===== config.mk =====
export PLATFORM = sky130hd
export DESIGN_NAME = lsb_first_bit_reader
export DESIGN_NICKNAME = d
export VERILOG_FILES = /design/src/sv/lsbr_pkg.sv /design/src/sv/lsb_first_bit_reader.sv
export VERILOG_INCLUDE_DIRS = /design/src /design/src/sv
export SDC_FILE = /design/constraint.sdc
export NUM_CORES = 1
export LEC_CHECK = 0
export BUFFER_PORTS_ARGS = -buffer_cell sky130_fd_sc_hd__buf_2
export CORE_UTILIZATION = 45
export CTS_BUF_LIST = sky130_fd_sc_hd__clkbuf_4 sky130_fd_sc_hd__clkbuf_8
export DETAILED_ROUTE_END_ITERATION = 6
export PLACE_DENSITY = 0.65
export SYNTH_ARGS = -nofsm -noshare
export SYNTH_HDL_FRONTEND = slang
export SYNTH_SLANG_ARGS = --single-unit
export TNS_END_PERCENT = 30

===== constraint.sdc =====
create_clock -name clk -period 3.85 [get_ports clk]
set_input_delay 0 -clock clk [delete_from_list [all_inputs] [get_ports clk]]
set_output_delay 0 -clock clk [all_outputs]
set_load 0.01 [all_outputs]

===== src/sv/lsb_first_bit_reader_assert.svh =====
// ----------------------------------------------------------------------------
// LSB-first bit reader assertion macros
// Concurrent assertion wrappers, sampled on clk and disabled while rst_n is low.
// ----------------------------------------------------------------------------
`ifndef LSB_FIRST_BIT_READER_ASSERT_SVH
`define LSB_FIRST_BIT_READER_ASSERT_SVH
`ifndef SYNTHESIS
`define LSBR_ASSERT_ALWAYS(label, cond, msg) \
  label: assert property (@(posedge clk) disable iff (!rst_n) (cond)) else $error(msg);
`define LSBR_ASSERT_IMPLY(label, ante, cons, msg) \
  label: assert property (@(posedge clk) disable iff (!rst_n) (ante) |-> (cons)) \
    else $error(msg);
`else
`define LSBR_ASSERT_ALWAYS(label, cond, msg)
`define LSBR_ASSERT_IMPLY(label, ante, cons, msg)
`endif
`endif


===== src/sv/lsbr_pkg.sv =====
// ----------------------------------------------------------------------------
// LSB-first bit reader package
// Field widths, item modes and result status codes of the bit reader.
// ----------------------------------------------------------------------------
package lsbr_pkg;

  localparam int unsigned WORD_BITS_DEF = 32;
  localparam int unsigned BITS_PER_BYTE = 8;
  localparam int unsigned BYTE_SHIFT    = 3;
  localparam int unsigned MAX_READ_BITS = 32;

  localparam int unsigned MODE_W   = 2;
  localparam int unsigned DATA_W   = 32;
  localparam int unsigned NBYTES_W = 3;
  localparam int unsigned NBITS_W  = 6;
  localparam int unsigned STATUS_W = 2;
  localparam int unsigned HELD_W   = 7;

  typedef logic [MODE_W-1:0]   mode_t;
  typedef logic [STATUS_W-1:0] status_t;

  localparam mode_t MODE_PUSH  = 2'd0;
  localparam mode_t MODE_READ  = 2'd1;
  localparam mode_t MODE_LIMIT = 2'd2;

  localparam status_t ST_OK      = 2'd0;
  localparam status_t ST_FEW     = 2'd1;
  localparam status_t ST_LIMIT   = 2'd2;
  localparam status_t ST_REFUSED = 2'd3;

endpackage


===== src/sv/lsb_first_bit_reader.sv =====
// ----------------------------------------------------------------------------
// LSB-first variable-length bit reader
// Pipeline: input register, combinational shifter and counters, then result register.
// Throughput: one transaction per cycle while out_stall does not hold the result.
// Reset: synchronous, active low; clears the accumulator, the held count and
// both valid flags, and sets the bit limit to all ones.
// ----------------------------------------------------------------------------
`include "lsb_first_bit_reader_assert.svh"

module lsb_first_bit_reader #(
  parameter int unsigned WORD_BITS = lsbr_pkg::WORD_BITS_DEF
) (
  input  logic                          clk,
  input  logic                          rst_n,
  input  logic                          in_valid,
  output logic                          in_stall,
  input  logic [lsbr_pkg::MODE_W-1:0]   in_mode,
  input  logic [lsbr_pkg::DATA_W-1:0]   in_word,
  input  logic [lsbr_pkg::NBYTES_W-1:0] in_valid_bytes,
  input  logic [lsbr_pkg::NBITS_W-1:0]  in_bit_count,
  output logic                          out_valid,
  input  logic                          out_stall,
  output logic [lsbr_pkg::DATA_W-1:0]   out_value,
  output logic [lsbr_pkg::STATUS_W-1:0] out_status,
  output logic [lsbr_pkg::HELD_W-1:0]   out_bits_held
);
  import lsbr_pkg::*;

  // The accumulator only ever holds fewer than WORD_BITS bits before a push,
  // and a push adds at most WORD_BITS, so twice the word width is enough.
  localparam int unsigned ACC_W     = 2 * WORD_BITS;
  localparam int unsigned MAX_BYTES = WORD_BITS / BITS_PER_BYTE;

  // Input register stage.
  logic                s1_valid_r;
  mode_t               s1_mode_r;
  logic [DATA_W-1:0]   s1_word_r;
  logic [NBYTES_W-1:0] s1_nbytes_r;
  logic [NBITS_W-1:0]  s1_nbits_r;

  // Reader state.
  logic [ACC_W-1:0]  acc_r, acc_nxt;
  logic [HELD_W-1:0] held_r, held_nxt;
  logic [DATA_W-1:0] allowed_r, allowed_nxt;

  // Result register stage.
  logic              out_valid_r;
  logic [DATA_W-1:0] out_value_r;
  status_t           out_status_r;
  logic [HELD_W-1:0] out_held_r;

  logic              adv;
  logic              s1_fire;
  logic [DATA_W-1:0] value_nxt;
  status_t           status_nxt;

  // Push path signals.
  logic [NBYTES_W-1:0]  nbytes_sat;
  logic [HELD_W-1:0]    add_bits;
  logic [WORD_BITS-1:0] word_lo;
  logic [ACC_W-1:0]     push_acc;

  // Read path signals.
  logic [NBITS_W-1:0] nbits_sat;
  logic               too_few;
  logic               over_limit;
  logic [DATA_W-1:0]  read_value;

  // The result register moves on when it is empty or its transaction is taken.
  // The input register then hands its item over, so a new input transaction
  // is taken in the same cycle and the pipe runs at one item per cycle.
  assign adv      = !out_valid_r || !out_stall;
  assign s1_fire  = s1_valid_r && adv;
  assign in_stall = s1_valid_r && !adv;

  // Push: the byte count saturates at the bytes of one word. Stale bits above
  // the held bits are masked off before the new bytes are laid over them.
  assign nbytes_sat = (s1_nbytes_r > NBYTES_W'(MAX_BYTES)) ? NBYTES_W'(MAX_BYTES)
                                                           : s1_nbytes_r;
  assign add_bits   = HELD_W'(nbytes_sat) << BYTE_SHIFT;
  assign word_lo    = s1_word_r[WORD_BITS-1:0] & ~({WORD_BITS{1'b1}} << add_bits);
  assign push_acc   = (acc_r & ~({ACC_W{1'b1}} << held_r))
                    | (ACC_W'(word_lo) << held_r);

  // Read: the request saturates at thirty-two bits. A shift by the full
  // width leaves zero, so the mask is all ones for a thirty-two bit read.
  assign nbits_sat  = (s1_nbits_r > NBITS_W'(MAX_READ_BITS)) ? NBITS_W'(MAX_READ_BITS)
                                                             : s1_nbits_r;
  assign too_few    = held_r < HELD_W'(nbits_sat);
  assign over_limit = allowed_r < DATA_W'(nbits_sat);
  assign read_value = DATA_W'(acc_r) & ~({DATA_W{1'b1}} << nbits_sat);

  always_comb begin
    acc_nxt     = acc_r;
    held_nxt    = held_r;
    allowed_nxt = allowed_r;
    value_nxt   = '0;
    status_nxt  = ST_OK;
    case (s1_mode_r)
      MODE_PUSH: begin
        if (held_r >= HELD_W'(WORD_BITS)) begin
          status_nxt = ST_REFUSED;
        end else begin
          acc_nxt  = push_acc;
          held_nxt = held_r + add_bits;
        end
      end
      MODE_READ: begin
        if (too_few) begin
          status_nxt = ST_FEW;
        end else if (over_limit) begin
          status_nxt = ST_LIMIT;
        end else begin
          value_nxt   = read_value;
          acc_nxt     = acc_r >> nbits_sat;
          held_nxt    = held_r - HELD_W'(nbits_sat);
          allowed_nxt = allowed_r - DATA_W'(nbits_sat);
        end
      end
      MODE_LIMIT: begin
        allowed_nxt = s1_word_r;
      end
      default: begin
        // The unused mode leaves the state alone and reports success.
      end
    endcase
  end

  always_ff @(posedge clk) begin
    if (!rst_n) begin
      s1_valid_r  <= 1'b0;
      out_valid_r <= 1'b0;
      acc_r       <= '0;
      held_r      <= '0;
      allowed_r   <= '1;
    end else begin
      if (!in_stall) begin
        s1_valid_r <= in_valid;
      end
      if (adv) begin
        out_valid_r <= s1_valid_r;
      end
      if (s1_fire) begin
        acc_r     <= acc_nxt;
        held_r    <= held_nxt;
        allowed_r <= allowed_nxt;
      end
    end
  end

  // Payload registers carry no reset.
  always_ff @(posedge clk) begin
    if (!in_stall) begin
      s1_mode_r   <= in_mode;
      s1_word_r   <= in_word;
      s1_nbytes_r <= in_valid_bytes;
      s1_nbits_r  <= in_bit_count;
    end
    if (s1_fire) begin
      out_value_r  <= value_nxt;
      out_status_r <= status_nxt;
      out_held_r   <= held_nxt;
    end
  end

  assign out_valid     = out_valid_r;
  assign out_value     = out_value_r;
  assign out_status    = out_status_r;
  assign out_bits_held = out_held_r;

  // The held count never reaches the accumulator width.
  `LSBR_ASSERT_ALWAYS(a_held_range, held_r < HELD_W'(ACC_W), "held count overflow")
  // A failed transaction never carries stream bits.
  `LSBR_ASSERT_IMPLY(a_fail_zero, out_valid_r && out_status_r != ST_OK, out_value_r == '0, "value not zero on failure")
  // A refused push only happens with a full word or more held.
  `LSBR_ASSERT_IMPLY(a_refuse_full, out_valid_r && out_status_r == ST_REFUSED, out_held_r >= HELD_W'(WORD_BITS), "push refused below one word")

endmodule

==> results.cfg, run 1 <==
[timing]
worst_slew_pin_slew_ns = 1.25
timing.final.hold_violations = 0
min_tclk_post_route_ns = 3.63
timing.setup.tns_ns = 0
post-route-period-util = 0.943
timing.final.setup_violations = 0
crit_path_setup_slack_layout_ns = 0.219
fin_worst_skew_ns = 0.0385
relSlewSlack = 0.161
rsz0062_at_grt = false
timing.final.max_slew_violations = 0
fmaxAchievable_mhz = 275

[clock_network]
cts.reportedPaths.clkPinSlew_ns = 0.15
clkSinkCount = 189
clock_tree_from_tritoncts = built
cts_made_buffers = 17
post-cts-setup-buffer-count = 0
htree_num_levels = 4
clk-insertion-delay-late_ns = 0.57
cts_max_path_buffers = 2
ctsRootBufferMaster = sky130_fd_sc_hd__clkbuf_8

[setup_path]
r2r_end = allowed_r[18]
critPathArrivalTime_ns = 4.06
critical_path_cell_count = 13
worst_path_dominant_cell_family = compound AO/OA/AOI/OAI gates
critPathSlowestCell = sky130_fd_sc_hd__a21oi_1
worst-endpoint-required_ns = 4.28
endpoint = allowed_r[18]
timing.setup.critical_path_class = reg -> reg
worst-path-buf-inv = 2
cp-start-kind = flop
timing.reg2reg.setup_slack_ns = 0.22
cpMostUsedCell = sky130_fd_sc_hd__o21ai_0
kind_of_end_point_of_the_critical_path = flop
r2r.worst_path.cells = 13
crit-reg2reg-launch = s1_nbits_r[5]
critical_path.cell_chain = nand2b_4 -> inv_6 -> ha_1 -> fa_1 -> nor2b_1 -> o21ai_0 -> a21o_1 -> nand4_4 -> o21ai_2 -> a21oi_1 -> buf_4 -> and2_0 -> o21ai_0
crit_path_max_fanout = 11
crit_path_start = s1_nbits_r[5]
critical_path.max_stage_delay_ns = 0.62

[floorplan]
floorplan.io_pins = 90
num_rows = 71
die_width_um = 197
fp.dieH_um = 197
dieArea_um2 = 38800
floorplan.initialDensity = 0.456
core-area_um2 = 37600

[run_status]
violations = design-rule violations
run_status = complete, but fails checks

[logic_synthesis]
synth_nets = 2174
warnings_synthesis = 0
dominant_synthesized_flop_cell = sky130_fd_sc_hd__dfxtp_1
synth.yosys.seq_area_share = 0.270
yosys_register_bits = 189
synth-edff-count = 84
postSynthCellCount = 2109
synth.lib_cells_used.distinct = 99
synth.avg_cell_area_um2 = 8.12
synth_async_sr_flop_share = 0
mappedNetlistArea_um2 = 17100

[drt]
initialDrtViolationCount = 2980
num_vias = 19000
drc = 2
drt_pre_antenna_iters = 7
detail-route-antenna-nets = 0
finalWirelength_um = 82200
drt-vias-per-instance = 7.10
detail_route.wl_per_cell_um = 30.7

[place]
gp_routability_congestion = 1.03
hpwl_um = 60300
io_buffer_count = 89
place_ws_ns = 0.306
post-place-cells = 2603
placedInstanceArea_um2 = 18100

[power]
net-switching-power_w = 0.00237
p_comb_frac = 0.319
totalPowerFinal_w = 0.00571
clockPowerShare = 0.272
maximum_resistive_drop_on_vdd_uv = 292
power_per_cell_area_nw_per_um2 = 300
power.sequential.fraction = 0.409
internal_power_w = 0.00334
p_leak_nw = 7.04
switching_share = 0.415

[global_routing]
grt_pass1_wl_um = 121000
antenna_violations_before_repair = 2
grt.overflow.total = 0
all_layer_gr_usage = 0.422
vias_in_the_first_global_route = 17700
pin_count_of_the_biggest_net_entering_global_routing = 76

[cells_and_area]
design_area_um2 = 19000
drive_above_1_share = 0.167
antenna_cells = 0
design.final.nets = 2221
fin_cells = 2680
area_growth_syn_to_layout_pct = 11.2

[job]
timing.max_cap.violations = 0

[min_path]
worst_hold_path_type = in -> reg
whs_path_depth = 2
## area by class of cell
| type | count | area, um^2 |
|---|---|---|
| clock buffers | 17 | 234 |
| clock inverters | 15 | 215 |
| fillers | 3653 | 18500 |
| inverters | 42 | 163 |
| multi-input cells | 1668 | 11400 |
| flip-flops and latches | 189 | 4630 |
| well taps | 511 | 639 |
| repair buffers | 238 | 1750 |
## flip-flops by register name, summed over array words and instances (netlist names), named ones only
name,count
acc_r,63
allowed_r,32
held_r,7
out_bits_held,7
out_status,2
out_valid,1
out_value,32
s1_mode_r,2
s1_nbits_r,6
s1_nbytes_r,3
s1_valid_r,1
s1_word_r,32
## synth_stat cells, types with 8 or more instances
cell type	instances	area, um^2
sky130_fd_sc_hd__nor2_1	231	867
sky130_fd_sc_hd__nand2_1	198	743
sky130_fd_sc_hd__o21ai_0	162	811
sky130_fd_sc_hd__mux2i_1	150	1500
sky130_fd_sc_hd__a21oi_1	145	726
sky130_fd_sc_hd__clkbuf_1	123	462
sky130_fd_sc_hd__dfxtp_1	105	2100
sky130_fd_sc_hd__edfxtp_1	84	2520
sky130_fd_sc_hd__a211oi_1	55	413
sky130_fd_sc_hd__nor3_1	55	275
sky130_fd_sc_hd__nand3_1	53	265
sky130_fd_sc_hd__mux4_2	46	1040
sky130_fd_sc_hd__buf_2	45	225
sky130_fd_sc_hd__o211ai_1	40	300
sky130_fd_sc_hd__a31oi_1	36	225
sky130_fd_sc_hd__inv_1	36	135
sky130_fd_sc_hd__o221ai_1	31	272
sky130_fd_sc_hd__mux2_2	29	327
sky130_fd_sc_hd__a22oi_1	26	195
sky130_fd_sc_hd__buf_1	23	86.3
sky130_fd_sc_hd__o22ai_1	23	144
sky130_fd_sc_hd__a221oi_1	21	184
sky130_fd_sc_hd__and3_1	21	131
sky130_fd_sc_hd__nor2b_1	20	125
sky130_fd_sc_hd__or2_2	19	119
sky130_fd_sc_hd__nand2b_1	16	100
sky130_fd_sc_hd__o32ai_1	16	140
sky130_fd_sc_hd__ha_1	15	188
sky130_fd_sc_hd__buf_4	13	97.6
sky130_fd_sc_hd__nand4_1	13	81.3
sky130_fd_sc_hd__a21o_1	11	82.6
sky130_fd_sc_hd__a311oi_1	11	96.3
sky130_fd_sc_hd__nor4_1	10	62.6
sky130_fd_sc_hd__o31ai_1	10	75.1
sky130_fd_sc_hd__a221o_1	9	90.1
sky130_fd_sc_hd__a22o_1	9	78.8
sky130_fd_sc_hd__o211a_1	9	90.1
sky130_fd_sc_hd__o21a_1	9	67.6
sky130_fd_sc_hd__a2111oi_0	8	70.1
sky130_fd_sc_hd__a211o_1	8	70.1
sky130_fd_sc_hd__a32oi_1	8	70.1
sky130_fd_sc_hd__and2_1	8	50.1
## routing by layer
layer / up-vias / share of wire / track usage
met4: 4 / 0.057 / 0.230
met5: - / 0.00033 / 0
met3: 266 / 0.12 / 0.0948
li1: 8183 / - / -
met1: 9185 / 0.39 / 0.562
met2: 1402 / 0.43 / 0.633
## power by group through the flow
stage	Combinational [W]	Clock (W)	Sequential [W]
global route	0.00190	0.00162	0.00233
detailed placement	0.00170	0	0.00237
finish	0.00182	0.00155	0.00233
CTS	0.00174	0.00155	0.00232
floorplan	0.00110	0	0.00229
global placement	0.00170	0	0.00237
## worst min path at each step
| stage | startpoint | to | slack [ns] |
|---|---|---|---|
| global route | rst_n | acc_r[2] | 0.07 |
| detailed placement | in_word[10] | s1_word_r[10] | 0.18 |
| global placement | in_word[18] | s1_word_r[18] | 0.18 |
| floorplan | in_mode[0] | s1_mode_r[0] | 0.1 |
| finish | rst_n | acc_r[11] | 0.07 |
| CTS | rst_n | acc_r[11] | 0.03 |
## metrics by stage
step | hold slack, ns | util
2_1_floorplan | 0.0989 | -
3_3_place_gp | 0.176 | 0.483
3_5_place_dp | 0.178 | 0.483
4_1_cts | 0.0311 | 0.507
5_1_grt | 0.0665 | 0.507
6_report | 0.0745 | 0.507
## layout by cell type (no fill, tap or decap), types with 26 or more instances in the layout
cell	count
sky130_fd_sc_hd__nor2_1	230
sky130_fd_sc_hd__a22oi_1	26
sky130_fd_sc_hd__o21ai_0	162
sky130_fd_sc_hd__edfxtp_1	84
sky130_fd_sc_hd__o221ai_1	31
sky130_fd_sc_hd__dlygate4sd3_1	45
sky130_fd_sc_hd__buf_4	98
sky130_fd_sc_hd__dfxtp_1	100
sky130_fd_sc_hd__a31oi_1	36
sky130_fd_sc_hd__mux2_2	29
sky130_fd_sc_hd__nand2_1	198
sky130_fd_sc_hd__mux2i_1	150
sky130_fd_sc_hd__inv_1	34
sky130_fd_sc_hd__a21oi_1	145
sky130_fd_sc_hd__a211oi_1	55
sky130_fd_sc_hd__buf_2	89
sky130_fd_sc_hd__nor3_1	55
sky130_fd_sc_hd__nand3_1	52
sky130_fd_sc_hd__mux4_2	46
sky130_fd_sc_hd__o211ai_1	40
## cell families after synthesis
group	count (synthesis)	share of synthesized area
AOI/OAI and AO/OA	726	0.290
and+or+nand+nor	693	0.190
buffers and inverters	252	0.0650
muxes	225	0.167
DFF	189	0.270
adders and majority gates	18	0.0145
xor gates and xnor gates	6	0.00307
## repair_timing
action,in CTS,in global routing
hold buffers,45,0
setup endpoints to repair,0,1
hold endpoints to repair,45,0
resized for setup,0,1
(Power assumes the default switching activity.)
==> run 2, diff against run 1 <==
CELL_PAD_IN_SITES_DETAIL_PLACEMENT = 1   (was default)
CELL_PAD_IN_SITES_GLOBAL_PLACEMENT = 2   (was default)
CORE_UTILIZATION = 35   (was 45)
CTS_CLUSTER_SIZE = 14   (was default)
PLACE_DENSITY = 0.8   (was 0.65)
==> results.cfg, run 2 (synthesized netlist as in run 1, its figures left out) <==
[run_status]
run_status = finished clean

[global_routing]
gr-usage-met3 = 0.0726
grt_pass1_wl_um = 132000
globalRouteMet1Util = 0.470
all_layer_gr_usage = 0.359
antenna_violations_before_repair = 1
pin_count_of_the_biggest_net_entering_global_routing = 74
vias_in_the_first_global_route = 18900
grtUsageMet2 = 0.565
globalRoute.busiestLayer = met2
grt.overflow.total = 0

[timing]
post-route-period-util = 0.953
timing.final.hold_violations = 0
min_tclk_post_route_ns = 3.67
worst_slew_pin_slew_ns = 1.10
fmaxAchievable_mhz = 272
timing.final.max_slew_violations = 0
crit_path_setup_slack_layout_ns = 0.180
timing.final.setup_violations = 0
fin_worst_skew_ns = 0.0132
timing.setup.tns_ns = 0
relSlewSlack = 0.260
rsz0062_at_grt = false

[power]
power.sequential.fraction = 0.407
net-switching-power_w = 0.00228
p_comb_frac = 0.328
switching_share = 0.399
power_per_cell_area_nw_per_um2 = 297
clockPowerShare = 0.265
p_leak_nw = 7.08
maximum_resistive_drop_on_vdd_uv = 253
internal_power_w = 0.00344

[floorplan]
floorplan.initialDensity = 0.357
floorplan.io_pins = 90
core-area_um2 = 47900
die_width_um = 223
dieArea_um2 = 49800
fp.dieH_um = 223
num_rows = 80

[drt]
detail_route.wl_per_cell_um = 32.2
num_vias = 19200
finalWirelength_um = 90000
initialDrtViolationCount = 2193
drc = 0
drt_pre_antenna_iters = 6
detail-route-antenna-nets = 0
drt-vias-per-instance = 6.86

[place]
place_ws_ns = 0.307
gp_routability_congestion = 0.980
io_buffer_count = 89
hpwl_um = 65900

[setup_path]
timing.setup.critical_path_class = reg -> reg
worst-endpoint-required_ns = 4.31
r2r_end = acc_r[24]
cp-start-kind = flop
crit_path_max_fanout = 55
timing.reg2reg.setup_slack_ns = 0.18
kind_of_end_point_of_the_critical_path = flop
r2r.worst_path.cells = 9
crit-reg2reg-launch = s1_nbits_r[5]
critPathArrivalTime_ns = 4.13

[cells_and_area]
largest-register = acc_r
antenna_cells = 0
most-common-layout-cells = sky130_fd_sc_hd__nor2_1, sky130_fd_sc_hd__nand2_1, sky130_fd_sc_hd__o21ai_0
design.final.nets = 2233
regArea_um2 = 4630
area_growth_syn_to_layout_pct = 12.4
multiInputGateArea_um2 = 11400
filler_cell_count = 5686
largest_register_ff_count = 63
mostFrequentLayoutCell = sky130_fd_sc_hd__nor2_1
drive_above_1_share = 0.171

[job]
timing.max_cap.violations = 0

[clock_network]
cts_made_buffers = 17
clkSinkCount = 189
cts.reportedPaths.clkPinSlew_ns = 0.12
htree_num_levels = 4
post-cts-setup-buffer-count = 0
clock_tree_from_tritoncts = built
cts_max_path_buffers = 2
post_cts_resize_count = 0
ctsRootBufferMaster = sky130_fd_sc_hd__clkbuf_8
clk-insertion-delay-late_ns = 0.58

[min_path]
worstHoldEndpoint = s1_word_r[1]
whs_path_depth = 2
worst_hold_path_type = in -> reg
worst_hold_startpoint = in_word[1]
==> run 2: changes by cell type in the layout (fill, tap and decap cells not counted) <==
| cell | previous run | this run |
|---|---|---|
| sky130_fd_sc_hd__dlygate4sd3_1 | 45 | 46 |
| sky130_fd_sc_hd__clkbuf_4 | 0 | 2 |
| sky130_fd_sc_hd__inv_6 | 4 | 3 |
| sky130_fd_sc_hd__inv_16 | 1 | 0 |
| sky130_fd_sc_hd__nor2b_4 | 0 | 1 |
| sky130_fd_sc_hd__nand2_4 | 1 | 0 |
| sky130_fd_sc_hd__clkinv_8 | 4 | 1 |
| sky130_fd_sc_hd__nand2_2 | 0 | 1 |
| sky130_fd_sc_hd__inv_8 | 2 | 5 |
| sky130_fd_sc_hd__inv_12 | 5 | 0 |
| sky130_fd_sc_hd__bufinv_16 | 0 | 2 |
| sky130_fd_sc_hd__buf_4 | 98 | 109 |
| sky130_fd_sc_hd__clkinvlp_4 | 0 | 3 |
| sky130_fd_sc_hd__nor2b_2 | 2 | 1 |
==> run 2: cell type report <==
class / instances / share of cell area
clock buffer: 19 / 0.0129
tap: 615 / 0.0400
clock inverter: 13 / 0.00898
sequential: 189 / 0.241
multi-input combinational: 1668 / 0.593
timing repair buffer: 250 / 0.0959
inverter: 42 / 0.00846
==> run 2: how the worst max path moves through the flow <==
stage / startpoint / end / slack [ns] / cells past startpoint
2_1_floorplan: s1_nbits_r[2] / out_value[27] / 0.08 / 16
3_3_place_gp: s1_nbits_r[5] / acc_r[8] / 0.40 / 11
3_5_place_dp: s1_nbits_r[5] / acc_r[8] / 0.31 / 11
4_1_cts: s1_nbits_r[5] / acc_r[8] / 0.26 / 11
5_1_grt: s1_nbits_r[5] / acc_r[27] / 0.03 / 12
6_report: s1_nbits_r[5] / acc_r[24] / 0.18 / 9
==> run 2: per-stage QoR <==
step           hold WS [ns]  cell area, um^2  power (W)   util  std cells
5_1_grt               0.104            19200    0.00589  0.401       2796
3_5_place_dp          0.179            18400    0.00413  0.383       2718
3_3_place_gp          0.176            18400    0.00411  0.383       2718
4_1_cts              0.0948            19200    0.00567  0.401       2796
6_report              0.128            19200    0.00572  0.401       2796
2_1_floorplan        0.0989            17100    0.00339      -       2109
==> run 2: metal layers <==
layer / vias up / share of wire
li1: 8179 / -
met1: 9610 / 0.41
met2: 1154 / 0.45
met3: 245 / 0.088
met4: 2 / 0.052
met5: - / 0.00012
==> run 2: worst max-delay path: stages, from the launching register on <==
cell and delay (ns):
sky130_fd_sc_hd__edfxtp_1 0.47, sky130_fd_sc_hd__buf_4 0.28, sky130_fd_sc_hd__nor2b_2 0.08, sky130_fd_sc_hd__inv_2 0.08, sky130_fd_sc_hd__buf_4 0.59, sky130_fd_sc_hd__mux4_2 0.37, sky130_fd_sc_hd__mux2i_1 0.13, sky130_fd_sc_hd__o21ai_0 0.90
sky130_fd_sc_hd__o221ai_1 0.20, sky130_fd_sc_hd__a311oi_1 0.38
==> run 2: power groups by stage <==
stage	clock (W)	sequential (W)	combinational [W]
CTS	0.00154	0.00232	0.00181
floorplan	0	0.00229	0.00110
global route	0.00161	0.00233	0.00195
detailed placement	0	0.00237	0.00176
finish	0.00151	0.00233	0.00188
global placement	0	0.00236	0.00175
==> run 2: what timing repair did <==
item,4_1_cts,5_1_grt
hold endpoints to repair,73,0
setup endpoints to repair,0,0
hold buffers,46,0
